$ cat src/sv/tga_pkg.sv
// ============================================================================
// TGA decoder package
// Shared types and constants for the TGA true-color decoder core.
// ============================================================================
`default_nettype none

package tga_pkg;

   // Parser phases of the front end.
   typedef enum logic [2:0] {
      PH_HEADER,
      PH_IDSKIP,
      PH_RAW,
      PH_RLEHDR,
      PH_RLEPIX,
      PH_DONE,
      PH_ERROR
   } phase_type;

   // Commands passed from the front end to the back end.
   typedef enum logic [1:0] {
      OP_START,
      OP_PIXEL,
      OP_RUN,
      OP_STATUS
   } op_type;

   // Status codes on the result channel.
   localparam logic [2:0] ST_OK          = 3'd0;
   localparam logic [2:0] ST_TRUNCATED   = 3'd1;
   localparam logic [2:0] ST_COLORMAPPED = 3'd2;
   localparam logic [2:0] ST_BAD_TYPE    = 3'd3;
   localparam logic [2:0] ST_ZERO_SIZE   = 3'd4;
   localparam logic [2:0] ST_BAD_DEPTH   = 3'd5;
   localparam logic [2:0] ST_RLE_OVERRUN = 3'd6;

   // Header layout and field codes.
   localparam logic [4:0] HDR_ID_LEN     = 5'd0;
   localparam logic [4:0] HDR_MAP_TYPE   = 5'd1;
   localparam logic [4:0] HDR_IMG_TYPE   = 5'd2;
   localparam logic [4:0] HDR_WIDTH_LO   = 5'd12;
   localparam logic [4:0] HDR_WIDTH_HI   = 5'd13;
   localparam logic [4:0] HDR_HEIGHT_LO  = 5'd14;
   localparam logic [4:0] HDR_HEIGHT_HI  = 5'd15;
   localparam logic [4:0] HDR_DEPTH      = 5'd16;
   localparam logic [4:0] HDR_DESCRIPTOR = 5'd17;

   localparam logic [7:0] KIND_RAW       = 8'd2;
   localparam logic [7:0] KIND_RLE       = 8'd10;
   localparam logic [7:0] DEPTH_24       = 8'd24;
   localparam logic [7:0] DEPTH_32       = 8'd32;
   localparam logic [7:0] ALPHA_OPAQUE   = 8'd255;

   // One command beat through the internal queue.
   typedef struct packed {
      op_type      op;
      logic [31:0] color;    // {alpha, red, green, blue}
      logic [7:0]  count;    // repeat run length, 1 to 128
      logic [2:0]  status;
      logic        done;     // this command completes the image
      logic [15:0] width;
      logic [15:0] height;
      logic [1:0]  origin;   // bit 0 right origin, bit 1 top origin
   } cmd_type;

endpackage

`default_nettype wire

$ cat src/sv/tga_cmdq.sv
// ============================================================================
// TGA command queue
// Two-entry queue of commands between the parser and the pixel writer.
// ============================================================================
`default_nettype none

module tga_cmdq
   import tga_pkg::*;
(
   input  wire logic    clock,
   input  wire logic    reset,
   input  wire logic    push,
   input  cmd_type      cmd_in,
   output logic         full,
   input  wire logic    pop,
   output cmd_type      cmd_out,
   output logic         empty
);

   cmd_type     entry_ff [2];
   logic        wr_ptr_ff, wr_ptr_in;
   logic        rd_ptr_ff, rd_ptr_in;
   logic [1:0]  count_ff, count_in;
   logic        do_push, do_pop;

   assign full    = (count_ff == 2'd2);
   assign empty   = (count_ff == 2'd0);
   assign cmd_out = entry_ff[rd_ptr_ff];
   assign do_push = push && !full;
   assign do_pop  = pop && !empty;

   // Pointer and fill count updates.
   always_comb begin
      wr_ptr_in = do_push ? !wr_ptr_ff : wr_ptr_ff;
      rd_ptr_in = do_pop ? !rd_ptr_ff : rd_ptr_ff;
      count_in  = count_ff;
      if (do_push && !do_pop) begin
         count_in = count_ff + 2'd1;
      end else if (do_pop && !do_push) begin
         count_in = count_ff - 2'd1;
      end
   end

   always_ff @(posedge clock) begin
      if (reset) begin
         wr_ptr_ff <= 1'b0;
         rd_ptr_ff <= 1'b0;
         count_ff  <= 2'd0;
      end else begin
         wr_ptr_ff <= wr_ptr_in;
         rd_ptr_ff <= rd_ptr_in;
         count_ff  <= count_in;
      end
   end

   // Entry storage.
   always_ff @(posedge clock) begin
      if (do_push) begin
         entry_ff[wr_ptr_ff] <= cmd_in;
      end
   end

endmodule

`default_nettype wire

$ cat src/sv/tga_front.sv
// ============================================================================
// TGA byte parser
// Takes file bytes, parses and checks the header, skips the ID field,
// assembles pixels and turns each byte into at most one command.
// ============================================================================
`default_nettype none

module tga_front
   import tga_pkg::*;
(
   input  wire logic        clock,
   input  wire logic        reset,
   input  wire logic        take,       // byte accepted this cycle
   input  wire logic [7:0]  byte_value,
   input  wire logic        end_of_file,
   output logic             cmd_valid,
   output cmd_type          cmd
);

   phase_type   phase_ff, phase_in, phase_step;
   logic [4:0]  hdr_idx_ff, hdr_idx_in;
   logic [7:0]  id_left_ff, id_left_in;
   logic [7:0]  map_ff, map_in;
   logic [7:0]  kind_ff, kind_in;
   logic [15:0] width_ff, width_in;
   logic [15:0] height_ff, height_in;
   logic [7:0]  depth_ff, depth_in;
   logic [1:0]  origin_ff, origin_in;
   logic [31:0] pix_left_ff, pix_left_in;
   logic [31:0] asm_ff, asm_in;
   logic [1:0]  bip_ff, bip_in;
   logic [7:0]  pkt_left_ff, pkt_left_in;
   logic        repeat_ff, repeat_in;

   logic [31:0] asm_next;
   logic        pix_full;
   logic        d32;
   logic [2:0]  hdr_err;
   logic [7:0]  pkt_len;
   logic        overrun;
   logic [31:0] pl_dec;
   logic [31:0] run_rem;
   logic [1:0]  origin_new;
   logic [31:0] area;
   phase_type   start_ph;
   logic [31:0] color;
   logic        err_now;

   // Pixel assembly from little-endian BGR(A) bytes.
   assign d32 = (depth_ff == DEPTH_32);
   always_comb begin
      case (bip_ff)
         2'd0:    asm_next = {24'd0, byte_value};
         2'd1:    asm_next = asm_ff | {16'd0, byte_value, 8'd0};
         2'd2:    asm_next = asm_ff | {8'd0, byte_value, 16'd0};
         default: asm_next = asm_ff | {byte_value, 24'd0};
      endcase
   end
   assign pix_full = (bip_ff == 2'd3) || ((bip_ff == 2'd2) && !d32);
   assign color    = {(d32 ? asm_next[31:24] : ALPHA_OPAQUE), asm_next[23:0]};

   // Header checks, in priority order.
   always_comb begin
      if (map_ff != 8'd0) begin
         hdr_err = ST_COLORMAPPED;
      end else if ((kind_ff != KIND_RAW) && (kind_ff != KIND_RLE)) begin
         hdr_err = ST_BAD_TYPE;
      end else if ((width_ff == 16'd0) || (height_ff == 16'd0)) begin
         hdr_err = ST_ZERO_SIZE;
      end else if ((depth_ff != DEPTH_24) && (depth_ff != DEPTH_32)) begin
         hdr_err = ST_BAD_DEPTH;
      end else begin
         hdr_err = ST_OK;
      end
   end

   assign origin_new = {byte_value[5], byte_value[4]};
   assign area       = {16'd0, width_ff} * {16'd0, height_ff};
   assign start_ph   = (kind_ff == KIND_RAW) ? PH_RAW : PH_RLEHDR;
   assign pkt_len    = {1'b0, byte_value[6:0]} + 8'd1;
   assign overrun    = ({24'd0, pkt_len} > pix_left_ff);
   assign pl_dec     = pix_left_ff - 32'd1;
   assign run_rem    = pix_left_ff - {24'd0, pkt_left_ff};

   // Next phase.
   always_comb begin
      phase_step = phase_ff;
      case (phase_ff)
         PH_HEADER: begin
            if (hdr_idx_ff == HDR_DESCRIPTOR) begin
               if (hdr_err != ST_OK) begin
                  phase_step = PH_ERROR;
               end else if (id_left_ff != 8'd0) begin
                  phase_step = PH_IDSKIP;
               end else begin
                  phase_step = start_ph;
               end
            end
         end
         PH_IDSKIP: begin
            if (id_left_ff <= 8'd1) begin
               phase_step = start_ph;
            end
         end
         PH_RAW: begin
            if (pix_full && (pl_dec == 32'd0)) begin
               phase_step = PH_DONE;
            end
         end
         PH_RLEHDR: begin
            phase_step = overrun ? PH_ERROR : PH_RLEPIX;
         end
         PH_RLEPIX: begin
            if (pix_full) begin
               if (repeat_ff) begin
                  phase_step = (run_rem == 32'd0) ? PH_DONE : PH_RLEHDR;
               end else if (pl_dec == 32'd0) begin
                  phase_step = PH_DONE;
               end else if (pkt_left_ff == 8'd1) begin
                  phase_step = PH_RLEHDR;
               end
            end
         end
         default: phase_step = phase_ff;
      endcase
      phase_in = end_of_file ? PH_HEADER : phase_step;
   end

   // Data registers and the command for this byte.
   always_comb begin
      hdr_idx_in  = hdr_idx_ff;
      id_left_in  = id_left_ff;
      map_in      = map_ff;
      kind_in     = kind_ff;
      width_in    = width_ff;
      height_in   = height_ff;
      depth_in    = depth_ff;
      origin_in   = origin_ff;
      pix_left_in = pix_left_ff;
      asm_in      = asm_ff;
      bip_in      = bip_ff;
      pkt_left_in = pkt_left_ff;
      repeat_in   = repeat_ff;
      cmd_valid   = 1'b0;
      cmd         = '0;
      err_now     = 1'b0;
      case (phase_ff)
         PH_HEADER: begin
            case (hdr_idx_ff)
               HDR_ID_LEN:     id_left_in = byte_value;
               HDR_MAP_TYPE:   map_in = byte_value;
               HDR_IMG_TYPE:   kind_in = byte_value;
               HDR_WIDTH_LO:   width_in = {8'd0, byte_value};
               HDR_WIDTH_HI:   width_in = {byte_value, width_ff[7:0]};
               HDR_HEIGHT_LO:  height_in = {8'd0, byte_value};
               HDR_HEIGHT_HI:  height_in = {byte_value, height_ff[7:0]};
               HDR_DEPTH:      depth_in = byte_value;
               HDR_DESCRIPTOR: origin_in = origin_new;
               default:        hdr_idx_in = hdr_idx_ff;
            endcase
            if (hdr_idx_ff == HDR_DESCRIPTOR) begin
               hdr_idx_in = 5'd0;
               cmd_valid  = 1'b1;
               if (hdr_err != ST_OK) begin
                  cmd.op     = OP_STATUS;
                  cmd.status = hdr_err;
                  err_now    = 1'b1;
               end else begin
                  pix_left_in = area;
                  bip_in      = 2'd0;
                  cmd.op      = OP_START;
                  cmd.width   = width_ff;
                  cmd.height  = height_ff;
                  cmd.origin  = origin_new;
               end
            end else begin
               hdr_idx_in = hdr_idx_ff + 5'd1;
            end
         end
         PH_IDSKIP: begin
            if (id_left_ff != 8'd0) begin
               id_left_in = id_left_ff - 8'd1;
            end
         end
         PH_RAW: begin
            asm_in = asm_next;
            bip_in = bip_ff + 2'd1;
            if (pix_full) begin
               bip_in      = 2'd0;
               pix_left_in = pl_dec;
               cmd_valid   = 1'b1;
               cmd.op      = OP_PIXEL;
               cmd.color   = color;
               cmd.done    = (pl_dec == 32'd0);
            end
         end
         PH_RLEHDR: begin
            if (overrun) begin
               cmd_valid  = 1'b1;
               cmd.op     = OP_STATUS;
               cmd.status = ST_RLE_OVERRUN;
               err_now    = 1'b1;
            end else begin
               pkt_left_in = pkt_len;
               repeat_in   = byte_value[7];
               bip_in      = 2'd0;
            end
         end
         PH_RLEPIX: begin
            asm_in = asm_next;
            bip_in = bip_ff + 2'd1;
            if (pix_full) begin
               bip_in    = 2'd0;
               cmd_valid = 1'b1;
               cmd.color = color;
               if (repeat_ff) begin
                  cmd.op      = OP_RUN;
                  cmd.count   = pkt_left_ff;
                  cmd.done    = (run_rem == 32'd0);
                  pix_left_in = run_rem;
                  pkt_left_in = 8'd0;
               end else begin
                  cmd.op      = OP_PIXEL;
                  cmd.done    = (pl_dec == 32'd0);
                  pix_left_in = pl_dec;
                  pkt_left_in = pkt_left_ff - 8'd1;
               end
            end
         end
         default: cmd_valid = 1'b0;
      endcase

      // End of file: report truncation unless the image is done or has failed, then clear.
      if (end_of_file) begin
         if (!err_now && (phase_step != PH_DONE) && (phase_step != PH_ERROR)) begin
            cmd_valid  = 1'b1;
            cmd        = '0;
            cmd.op     = OP_STATUS;
            cmd.status = ST_TRUNCATED;
         end
         hdr_idx_in  = 5'd0;
         id_left_in  = 8'd0;
         map_in      = 8'd0;
         kind_in     = 8'd0;
         width_in    = 16'd0;
         height_in   = 16'd0;
         depth_in    = 8'd0;
         origin_in   = 2'd0;
         pix_left_in = 32'd0;
         asm_in      = 32'd0;
         bip_in      = 2'd0;
         pkt_left_in = 8'd0;
         repeat_in   = 1'b0;
      end
   end

   always_ff @(posedge clock) begin
      if (reset) begin
         phase_ff    <= PH_HEADER;
         hdr_idx_ff  <= 5'd0;
         id_left_ff  <= 8'd0;
         map_ff      <= 8'd0;
         kind_ff     <= 8'd0;
         width_ff    <= 16'd0;
         height_ff   <= 16'd0;
         depth_ff    <= 8'd0;
         origin_ff   <= 2'd0;
         pix_left_ff <= 32'd0;
         asm_ff      <= 32'd0;
         bip_ff      <= 2'd0;
         pkt_left_ff <= 8'd0;
         repeat_ff   <= 1'b0;
      end else if (take) begin
         phase_ff    <= phase_in;
         hdr_idx_ff  <= hdr_idx_in;
         id_left_ff  <= id_left_in;
         map_ff      <= map_in;
         kind_ff     <= kind_in;
         width_ff    <= width_in;
         height_ff   <= height_in;
         depth_ff    <= depth_in;
         origin_ff   <= origin_in;
         pix_left_ff <= pix_left_in;
         asm_ff      <= asm_in;
         bip_ff      <= bip_in;
         pkt_left_ff <= pkt_left_in;
         repeat_ff   <= repeat_in;
      end
   end

endmodule

`default_nettype wire

$ cat src/sv/tga_back.sv
// ============================================================================
// TGA pixel writer
// Carries out commands: tracks the pixel position, places pixels by origin
// and expands repeat runs into results of up to two pixels.
// ============================================================================
`default_nettype none

module tga_back
   import tga_pkg::*;
(
   input  wire logic         clock,
   input  wire logic         reset,
   input  cmd_type           head,
   input  wire logic         q_empty,
   output logic              q_pop,
   output logic              rsp_empty,
   input  wire logic         rsp_pop,
   output logic [7:0]        rsp_red,
   output logic [7:0]        rsp_green,
   output logic [7:0]        rsp_blue,
   output logic [7:0]        rsp_alpha,
   output logic [15:0]       rsp_first_col,
   output logic [15:0]       rsp_first_row,
   output logic [15:0]       rsp_second_col,
   output logic [15:0]       rsp_second_row,
   output logic              rsp_second_valid,
   output logic [2:0]        rsp_status,
   output logic              rsp_run_last,
   output logic              rsp_image_done
);

   logic [15:0] width_ff, width_in;
   logic [15:0] height_ff, height_in;
   logic [1:0]  origin_ff, origin_in;
   logic [15:0] col_ff, col_in;
   logic [15:0] row_ff, row_in;
   logic [7:0]  used_ff, used_in;

   logic        out_valid_ff, out_valid_in;
   logic [31:0] o_color_ff, o_color_in;
   logic [15:0] o_c1_ff, o_c1_in, o_r1_ff, o_r1_in;
   logic [15:0] o_c2_ff, o_c2_in, o_r2_ff, o_r2_in;
   logic        o_v2_ff, o_v2_in;
   logic [2:0]  o_status_ff, o_status_in;
   logic        o_last_ff, o_last_in;
   logic        o_done_ff, o_done_in;

   logic        slot_free;
   logic        wrap_a, wrap_b;
   logic [15:0] col_a, row_a, col_b, row_b;
   logic [7:0]  run_rem;
   logic        run_two, run_end;

   // Destination column and row for a file position.
   function automatic logic [15:0] dest_col(input logic [15:0] c, input logic [15:0] w,
                                            input logic right);
      dest_col = right ? (w - 16'd1 - c) : c;
   endfunction

   function automatic logic [15:0] dest_row(input logic [15:0] r, input logic [15:0] h,
                                            input logic top);
      dest_row = top ? r : (h - 16'd1 - r);
   endfunction

   // Position after one and after two pixels.
   assign wrap_a = (({1'b0, col_ff} + 17'd1) >= {1'b0, width_ff});
   assign col_a  = wrap_a ? 16'd0 : (col_ff + 16'd1);
   assign row_a  = wrap_a ? (row_ff + 16'd1) : row_ff;
   assign wrap_b = (({1'b0, col_a} + 17'd1) >= {1'b0, width_ff});
   assign col_b  = wrap_b ? 16'd0 : (col_a + 16'd1);
   assign row_b  = wrap_b ? (row_a + 16'd1) : row_a;

   assign run_rem   = head.count - used_ff;
   assign run_two   = (run_rem >= 8'd2);
   assign run_end   = (run_rem <= 8'd2);
   assign slot_free = !out_valid_ff || rsp_pop;

   // Command execution.
   always_comb begin
      width_in     = width_ff;
      height_in    = height_ff;
      origin_in    = origin_ff;
      col_in       = col_ff;
      row_in       = row_ff;
      used_in      = used_ff;
      q_pop        = 1'b0;
      out_valid_in = out_valid_ff && !rsp_pop;
      o_color_in   = o_color_ff;
      o_c1_in      = o_c1_ff;
      o_r1_in      = o_r1_ff;
      o_c2_in      = o_c2_ff;
      o_r2_in      = o_r2_ff;
      o_v2_in      = o_v2_ff;
      o_status_in  = o_status_ff;
      o_last_in    = o_last_ff;
      o_done_in    = o_done_ff;
      if (!q_empty) begin
         case (head.op)
            OP_START: begin
               q_pop     = 1'b1;
               width_in  = head.width;
               height_in = head.height;
               origin_in = head.origin;
               col_in    = 16'd0;
               row_in    = 16'd0;
               used_in   = 8'd0;
            end
            OP_STATUS: begin
               if (slot_free) begin
                  q_pop        = 1'b1;
                  out_valid_in = 1'b1;
                  o_color_in   = 32'd0;
                  o_c1_in      = 16'd0;
                  o_r1_in      = 16'd0;
                  o_c2_in      = 16'd0;
                  o_r2_in      = 16'd0;
                  o_v2_in      = 1'b0;
                  o_status_in  = head.status;
                  o_last_in    = 1'b1;
                  o_done_in    = 1'b0;
               end
            end
            OP_PIXEL: begin
               if (slot_free) begin
                  q_pop        = 1'b1;
                  out_valid_in = 1'b1;
                  o_color_in   = head.color;
                  o_c1_in      = dest_col(col_ff, width_ff, origin_ff[0]);
                  o_r1_in      = dest_row(row_ff, height_ff, origin_ff[1]);
                  o_c2_in      = 16'd0;
                  o_r2_in      = 16'd0;
                  o_v2_in      = 1'b0;
                  o_status_in  = ST_OK;
                  o_last_in    = 1'b1;
                  o_done_in    = head.done;
                  col_in       = col_a;
                  row_in       = row_a;
               end
            end
            OP_RUN: begin
               if (slot_free) begin
                  out_valid_in = 1'b1;
                  o_color_in   = head.color;
                  o_c1_in      = dest_col(col_ff, width_ff, origin_ff[0]);
                  o_r1_in      = dest_row(row_ff, height_ff, origin_ff[1]);
                  o_c2_in      = run_two ? dest_col(col_a, width_ff, origin_ff[0]) : 16'd0;
                  o_r2_in      = run_two ? dest_row(row_a, height_ff, origin_ff[1]) : 16'd0;
                  o_v2_in      = run_two;
                  o_status_in  = ST_OK;
                  o_last_in    = run_end;
                  o_done_in    = run_end && head.done;
                  col_in       = run_two ? col_b : col_a;
                  row_in       = run_two ? row_b : row_a;
                  q_pop        = run_end;
                  used_in      = run_end ? 8'd0 : (used_ff + 8'd2);
               end
            end
            default: q_pop = 1'b0;
         endcase
      end
   end

   always_ff @(posedge clock) begin
      if (reset) begin
         out_valid_ff <= 1'b0;
         used_ff      <= 8'd0;
         col_ff       <= 16'd0;
         row_ff       <= 16'd0;
      end else begin
         out_valid_ff <= out_valid_in;
         used_ff      <= used_in;
         col_ff       <= col_in;
         row_ff       <= row_in;
      end
   end

   // Image geometry and result payload.
   always_ff @(posedge clock) begin
      width_ff    <= width_in;
      height_ff   <= height_in;
      origin_ff   <= origin_in;
      o_color_ff  <= o_color_in;
      o_c1_ff     <= o_c1_in;
      o_r1_ff     <= o_r1_in;
      o_c2_ff     <= o_c2_in;
      o_r2_ff     <= o_r2_in;
      o_v2_ff     <= o_v2_in;
      o_status_ff <= o_status_in;
      o_last_ff   <= o_last_in;
      o_done_ff   <= o_done_in;
   end

   assign rsp_empty        = !out_valid_ff;
   assign rsp_alpha        = o_color_ff[31:24];
   assign rsp_red          = o_color_ff[23:16];
   assign rsp_green        = o_color_ff[15:8];
   assign rsp_blue         = o_color_ff[7:0];
   assign rsp_first_col    = o_c1_ff;
   assign rsp_first_row    = o_r1_ff;
   assign rsp_second_col   = o_c2_ff;
   assign rsp_second_row   = o_r2_ff;
   assign rsp_second_valid = o_v2_ff;
   assign rsp_status       = o_status_ff;
   assign rsp_run_last     = o_last_ff;
   assign rsp_image_done   = o_done_ff;

`ifndef SYNTHESIS
   // A status beat is always alone and never completes an image.
   a_status_alone: assert property (@(posedge clock) disable iff (reset)
      (out_valid_ff && (o_status_ff != ST_OK)) |-> (o_last_ff && !o_done_ff && !o_v2_ff))
      else $error("status beat carries pixel flags");

   // A run in progress is only ever held by a run command at the queue head.
   a_run_head: assert property (@(posedge clock) disable iff (reset)
      (used_ff != 8'd0) |-> (!q_empty && (head.op == OP_RUN) && (used_ff < head.count)))
      else $error("run progress without a run command at the head");

   // A finished image is only flagged on the last beat of its byte.
   a_done_last: assert property (@(posedge clock) disable iff (reset)
      (out_valid_ff && o_done_ff) |-> o_last_ff)
      else $error("image done on a beat that is not the last of its byte");
`endif

endmodule

`default_nettype wire

$ cat src/sv/tga_rle_truecolor_decoder_core.sv
// ============================================================================
// TGA true-color decoder core
// Decodes type 2 and type 10 TGA files of 24 or 32 bits, one byte a beat,
// into RGBA results with destination positions.
// ============================================================================
//
//   channel  direction  handshake        payload
//   req      in         push / full      byte_value, end_of_file
//   rsp      out        pop / empty      color, positions, status, flags
//
// A byte is taken when the command queue has room; each byte gives at most
// one command. The pixel writer takes a start command without giving a
// result, gives one result for a pixel or status command and ceil(N/2)
// results for a repeat run of N pixels, one result a cycle while the result
// register is free. The input stalls once the two-entry queue fills behind
// it. A stall on the result side holds the writer and, through the queue, the
// input. Reset clears the parser, the queue and the result register.
`default_nettype none

module tga_rle_truecolor_decoder_core
   import tga_pkg::*;
(
   input  wire logic         clock,
   input  wire logic         reset,
   input  wire logic         req_push,
   output logic              req_full,
   input  wire logic [7:0]   req_byte_value,
   input  wire logic         req_end_of_file,
   output logic              rsp_empty,
   input  wire logic         rsp_pop,
   output logic [7:0]        rsp_red,
   output logic [7:0]        rsp_green,
   output logic [7:0]        rsp_blue,
   output logic [7:0]        rsp_alpha,
   output logic [15:0]       rsp_first_col,
   output logic [15:0]       rsp_first_row,
   output logic [15:0]       rsp_second_col,
   output logic [15:0]       rsp_second_row,
   output logic              rsp_second_valid,
   output logic [2:0]        rsp_status,
   output logic              rsp_run_last,
   output logic              rsp_image_done
);

   logic    take;
   logic    cmd_valid;
   cmd_type cmd;
   logic    q_full, q_empty, q_pop;
   cmd_type head;

   // A byte is accepted whenever the queue has room for its command.
   assign req_full = q_full;
   assign take     = req_push && !q_full;

   tga_front u_front (
      .clock       (clock),
      .reset       (reset),
      .take        (take),
      .byte_value  (req_byte_value),
      .end_of_file (req_end_of_file),
      .cmd_valid   (cmd_valid),
      .cmd         (cmd)
   );

   tga_cmdq u_cmdq (
      .clock   (clock),
      .reset   (reset),
      .push    (take && cmd_valid),
      .cmd_in  (cmd),
      .full    (q_full),
      .pop     (q_pop),
      .cmd_out (head),
      .empty   (q_empty)
   );

   tga_back u_back (
      .clock            (clock),
      .reset            (reset),
      .head             (head),
      .q_empty          (q_empty),
      .q_pop            (q_pop),
      .rsp_empty        (rsp_empty),
      .rsp_pop          (rsp_pop),
      .rsp_red          (rsp_red),
      .rsp_green        (rsp_green),
      .rsp_blue         (rsp_blue),
      .rsp_alpha        (rsp_alpha),
      .rsp_first_col    (rsp_first_col),
      .rsp_first_row    (rsp_first_row),
      .rsp_second_col   (rsp_second_col),
      .rsp_second_row   (rsp_second_row),
      .rsp_second_valid (rsp_second_valid),
      .rsp_status       (rsp_status),
      .rsp_run_last     (rsp_run_last),
      .rsp_image_done   (rsp_image_done)
   );

endmodule

`default_nettype wire

$ cat config.mk
export PLATFORM = sky130hd
export DESIGN_NAME = tga_rle_truecolor_decoder_core
export DESIGN_NICKNAME = d
export VERILOG_FILES = /design/src/sv/tga_pkg.sv /design/src/sv/tga_cmdq.sv /design/src/sv/tga_front.sv /design/src/sv/tga_back.sv /design/src/sv/tga_rle_truecolor_decoder_core.sv
export SDC_FILE = /design/constraint.sdc
export NUM_CORES = 2
export LEC_CHECK = 0
export ABC_AREA = 1
export BUFFER_PORTS_ARGS = -buffer_cell sky130_fd_sc_hd__buf_4
export CAP_MARGIN = 20
export CORE_ASPECT_RATIO = 0.75
export CORE_MARGIN = 1.5
export CORE_UTILIZATION = 58
export CTS_CLUSTER_SIZE = 30
export DETAILED_ROUTE_END_ITERATION = 8
export PLACE_DENSITY_LB_ADDON = 0.3
export SKIP_CTS_REPAIR_TIMING = 1
export SLEW_MARGIN = 20
export SYNTH_ARGS = -nofsm -noshare
export SYNTH_HDL_FRONTEND = slang
export SYNTH_SLANG_ARGS = --single-unit
$ cat constraint.sdc
create_clock -name clock -period 6.89 [get_ports clock]
set_input_delay 0.3445 -clock clock [delete_from_list [all_inputs] [get_ports clock]]
set_output_delay 0.3445 -clock clock [all_outputs]
set_load 0.1 [all_outputs]
==> metrics.yaml <==
timing:
  fin_skew_ns: 0.0670
  hold_ws_ns: -0.00592
  fin_crit_ns: 6.41
  worst_pin_slew_ns: 1.08
  setup_violations: 0
  setup_tns_ns: 0
  fmax_mhz: 156
  min_period_over_period_pct: 93.0
  maxSlewViolCount: 0
  rsz0062_at_grt: "no"
  relSlewSlack_pct: 27.9
  hold_viol: 1
synthesis:
  async_flop_share_pct: 0
  syn_inst: 4939
  synth_cell_types: 66
  avgSynthCellArea_um2: 7.76
  yosys_warnings: 0
  synth_ff_type: "edfxtp_1"
  synth_edf_count: 296
  ys_seq_area_share_pct: 33.2
  synth_nets: 5397
  ys_ff_latch: 488
  synth_area_um2: 38300
power_and_ir_drop:
  p_leak_uw: 0.0194
  ir_worst_vdd_uv: 391
  powerDensity_nw_per_um2: 294
clock_tree:
  clock-sinks: 488
  cts_tree: "done"
  clk_pin_slew_ns: 0.07
  clkLatencyLatePin_ns: 0.66
  cts_root_buffer: "clkbuf_16"
  clockBufferDepth: 3
  htreeDepth: 2
  cts_buffers: 50
critical_path:
  crit_path_max_fanout: 13
  critPathBufInv: 5
  timing.rr.start: "u_front.height_ff[5]$_SDFFE_PP0P_"
  critPathKind: "reg2reg"
  cpMostUsedCell: "nand2_1"
  rr_worst_depth: 29
  slowest_stage: "fa_1"
  cpPeakStageDelay_ns: 0.56
  worstPathArrival_ns: 6.86
  crit_family: "adder cells"
  startpoint_type: "flip-flop"
  worstSetupPathDepth: 29
  endpoint_kind: "flip-flop"
  required_ns: 7.34
  worstSetupStartpoint: "u_front.height_ff[5]$_SDFFE_PP0P_"
route:
  drt_pre_antenna_iters: 8
  dr.first_iter.drc_count: 3518
  vias_per_cell: 5.70
  finalWirelength_mm: 108
  antenna_left: 0
  vias: 33600
  wl_per_cell_um: 18.4
  drc: 0
final_layout:
  fin_area_um2: 41800
  area_growth_pct: 8.92
  antenna_cells: 0
  final_common_cell: "nand2_1"
  nets: 5435
  final_cell_mix: "nand2_1 (1147), inv_1 (761), nor2_1 (419)"
  drive_above_1_share_pct: 7.67
floorplan:
  die_h_um: 226
  io_pins: 117
  start_util_pct: 58.7
  dieArea_um2: 67700
  rows: 81
  coreArea_um2: 65300
  fp.dieW_um: 300
placement:
  post-dp-hpwl_mm: 81.8
  port_buffers: 116
  placed_cell_area_um2: 40100
  gp_congestion: 1.01
global_routing:
  grt_pass1_vias: 31900
  grt_max_degree: 81
  grt_pass1_wl_mm: 174
  antenna_found_initial: 1
  grt.total_usage_pct: 32.1
  overflow: 0
worst_hold_path:
  min-delay-start: "rsp_pop"
  hold_class: "in2reg"
  holdPathStages: 4
run_status:
  violations: "negative hold slack"
  outcome: "finished with violations"
job:
  drv_cap: 0
final cells by class:
class	count	area (um2)
sequential	488	12700
fill	5638	23500
inverter	784	2950
multi-input combinational	3464	21900
clock buffer	63	1350
tap	871	1090
clock inverter	30	314
timing repair buffer	189	1440
synthesized netlist by cell type, types with 10 or more instances:
| cell | instances | area [um2] |
|---|---|---|
| nand3_1 | 176 | 881 |
| nor2_2 | 21 | 131 |
| a21o_1 | 10 | 75.1 |
| nand4_1 | 58 | 363 |
| o221ai_1 | 18 | 158 |
| o21a_1 | 27 | 203 |
| buf_1 | 28 | 105 |
| o211ai_1 | 13 | 97.6 |
| o21ai_1 | 23 | 115 |
| nand2_2 | 12 | 75.1 |
| clkbuf_1 | 151 | 567 |
| nand2_1 | 1147 | 4310 |
| nor2_4 | 10 | 113 |
| inv_1 | 762 | 2860 |
| xor2_1 | 135 | 1180 |
| nor4_1 | 26 | 163 |
| xnor2_1 | 35 | 307 |
| inv_2 | 15 | 56.3 |
| a31oi_1 | 20 | 125 |
| dfxtp_1 | 192 | 3840 |
| buf_2 | 13 | 65.1 |
| o21bai_1 | 22 | 165 |
| ha_1 | 245 | 3070 |
| a21oi_1 | 388 | 1940 |
| nor3_1 | 49 | 245 |
| fa_1 | 200 | 4000 |
| nor2_1 | 427 | 1600 |
| edfxtp_1 | 296 | 8890 |
| o21ai_0 | 262 | 1310 |
| a211oi_1 | 17 | 128 |
| o22ai_1 | 16 | 100 |
path summary, 6_finish.rpt:
check	to	slack, ns
setup / recovery	u_front.pix_left_ff[29]$_SDFFE_PP0P_	0.48
hold / removal	u_back.out_valid_ff$_SDFF_PP0_	-0.006
setup reg to reg	u_front.pix_left_ff[29]$_SDFFE_PP0P_	0.48
hold reg to reg	u_front.asm_ff[18]$_SDFFE_PP0P_	0.46
per-layer routing:
metal	track usage (%)	share of wire, %
met1	45.9	43
met4	9.94	3.1
met5	0	0
met2	49.9	44
met3	5.45	9.3
flip-flops by register name (all words and copies together) (netlist names), 32 cells and up, named ones only:
register and count:
u_cmdq.entry_ff 160, u_front.asm_ff 32, u_front.pix_left_ff 32, u_back.o_color_ff 32
worst register-to-register path: cells and delay by family (launching register included):
kind	cells	cell delay [ns]
flip-flops	1	0.50
AND/OR/NAND/NOR	10	0.87
adder cells (fa/ha/maj)	7	2.99
AO/OA/AOI/OAI	7	1.36
buffers and inverters	5	0.49
metrics by stage:
step | util [%] | instances | power [uW] | setup slack [ns]
final | 64.0 | 5889 | 12300 | 0.481
after global routing | 64.0 | 5889 | 12900 | 0.00442
after CTS | 63.9 | 5889 | 12300 | 0.299
after detailed placement | 61.4 | 5796 | 9500 | 0.405
after global placement | 61.4 | 5796 | 9430 | 0.522
after floorplan | - | 4939 | 8110 | 0.197
cells by family after synthesis:
group           synth area share (%)
simple gates                    21.8
buf+inv                         9.90
compound gates                  12.7
flops                           33.2
fa+ha+maj                       18.4
xor+xnor                        3.93
other cells                  0.00978
power by group:
group | switching (uW) | total [uW] | internal [uW]
logic | 4280 | 5510 | 1230
registers | 263 | 3980 | 3720
clock network | 1290 | 2790 | 1500
total | 5830 | 12300 | 6450
Power figures use the tool's default switching activity.
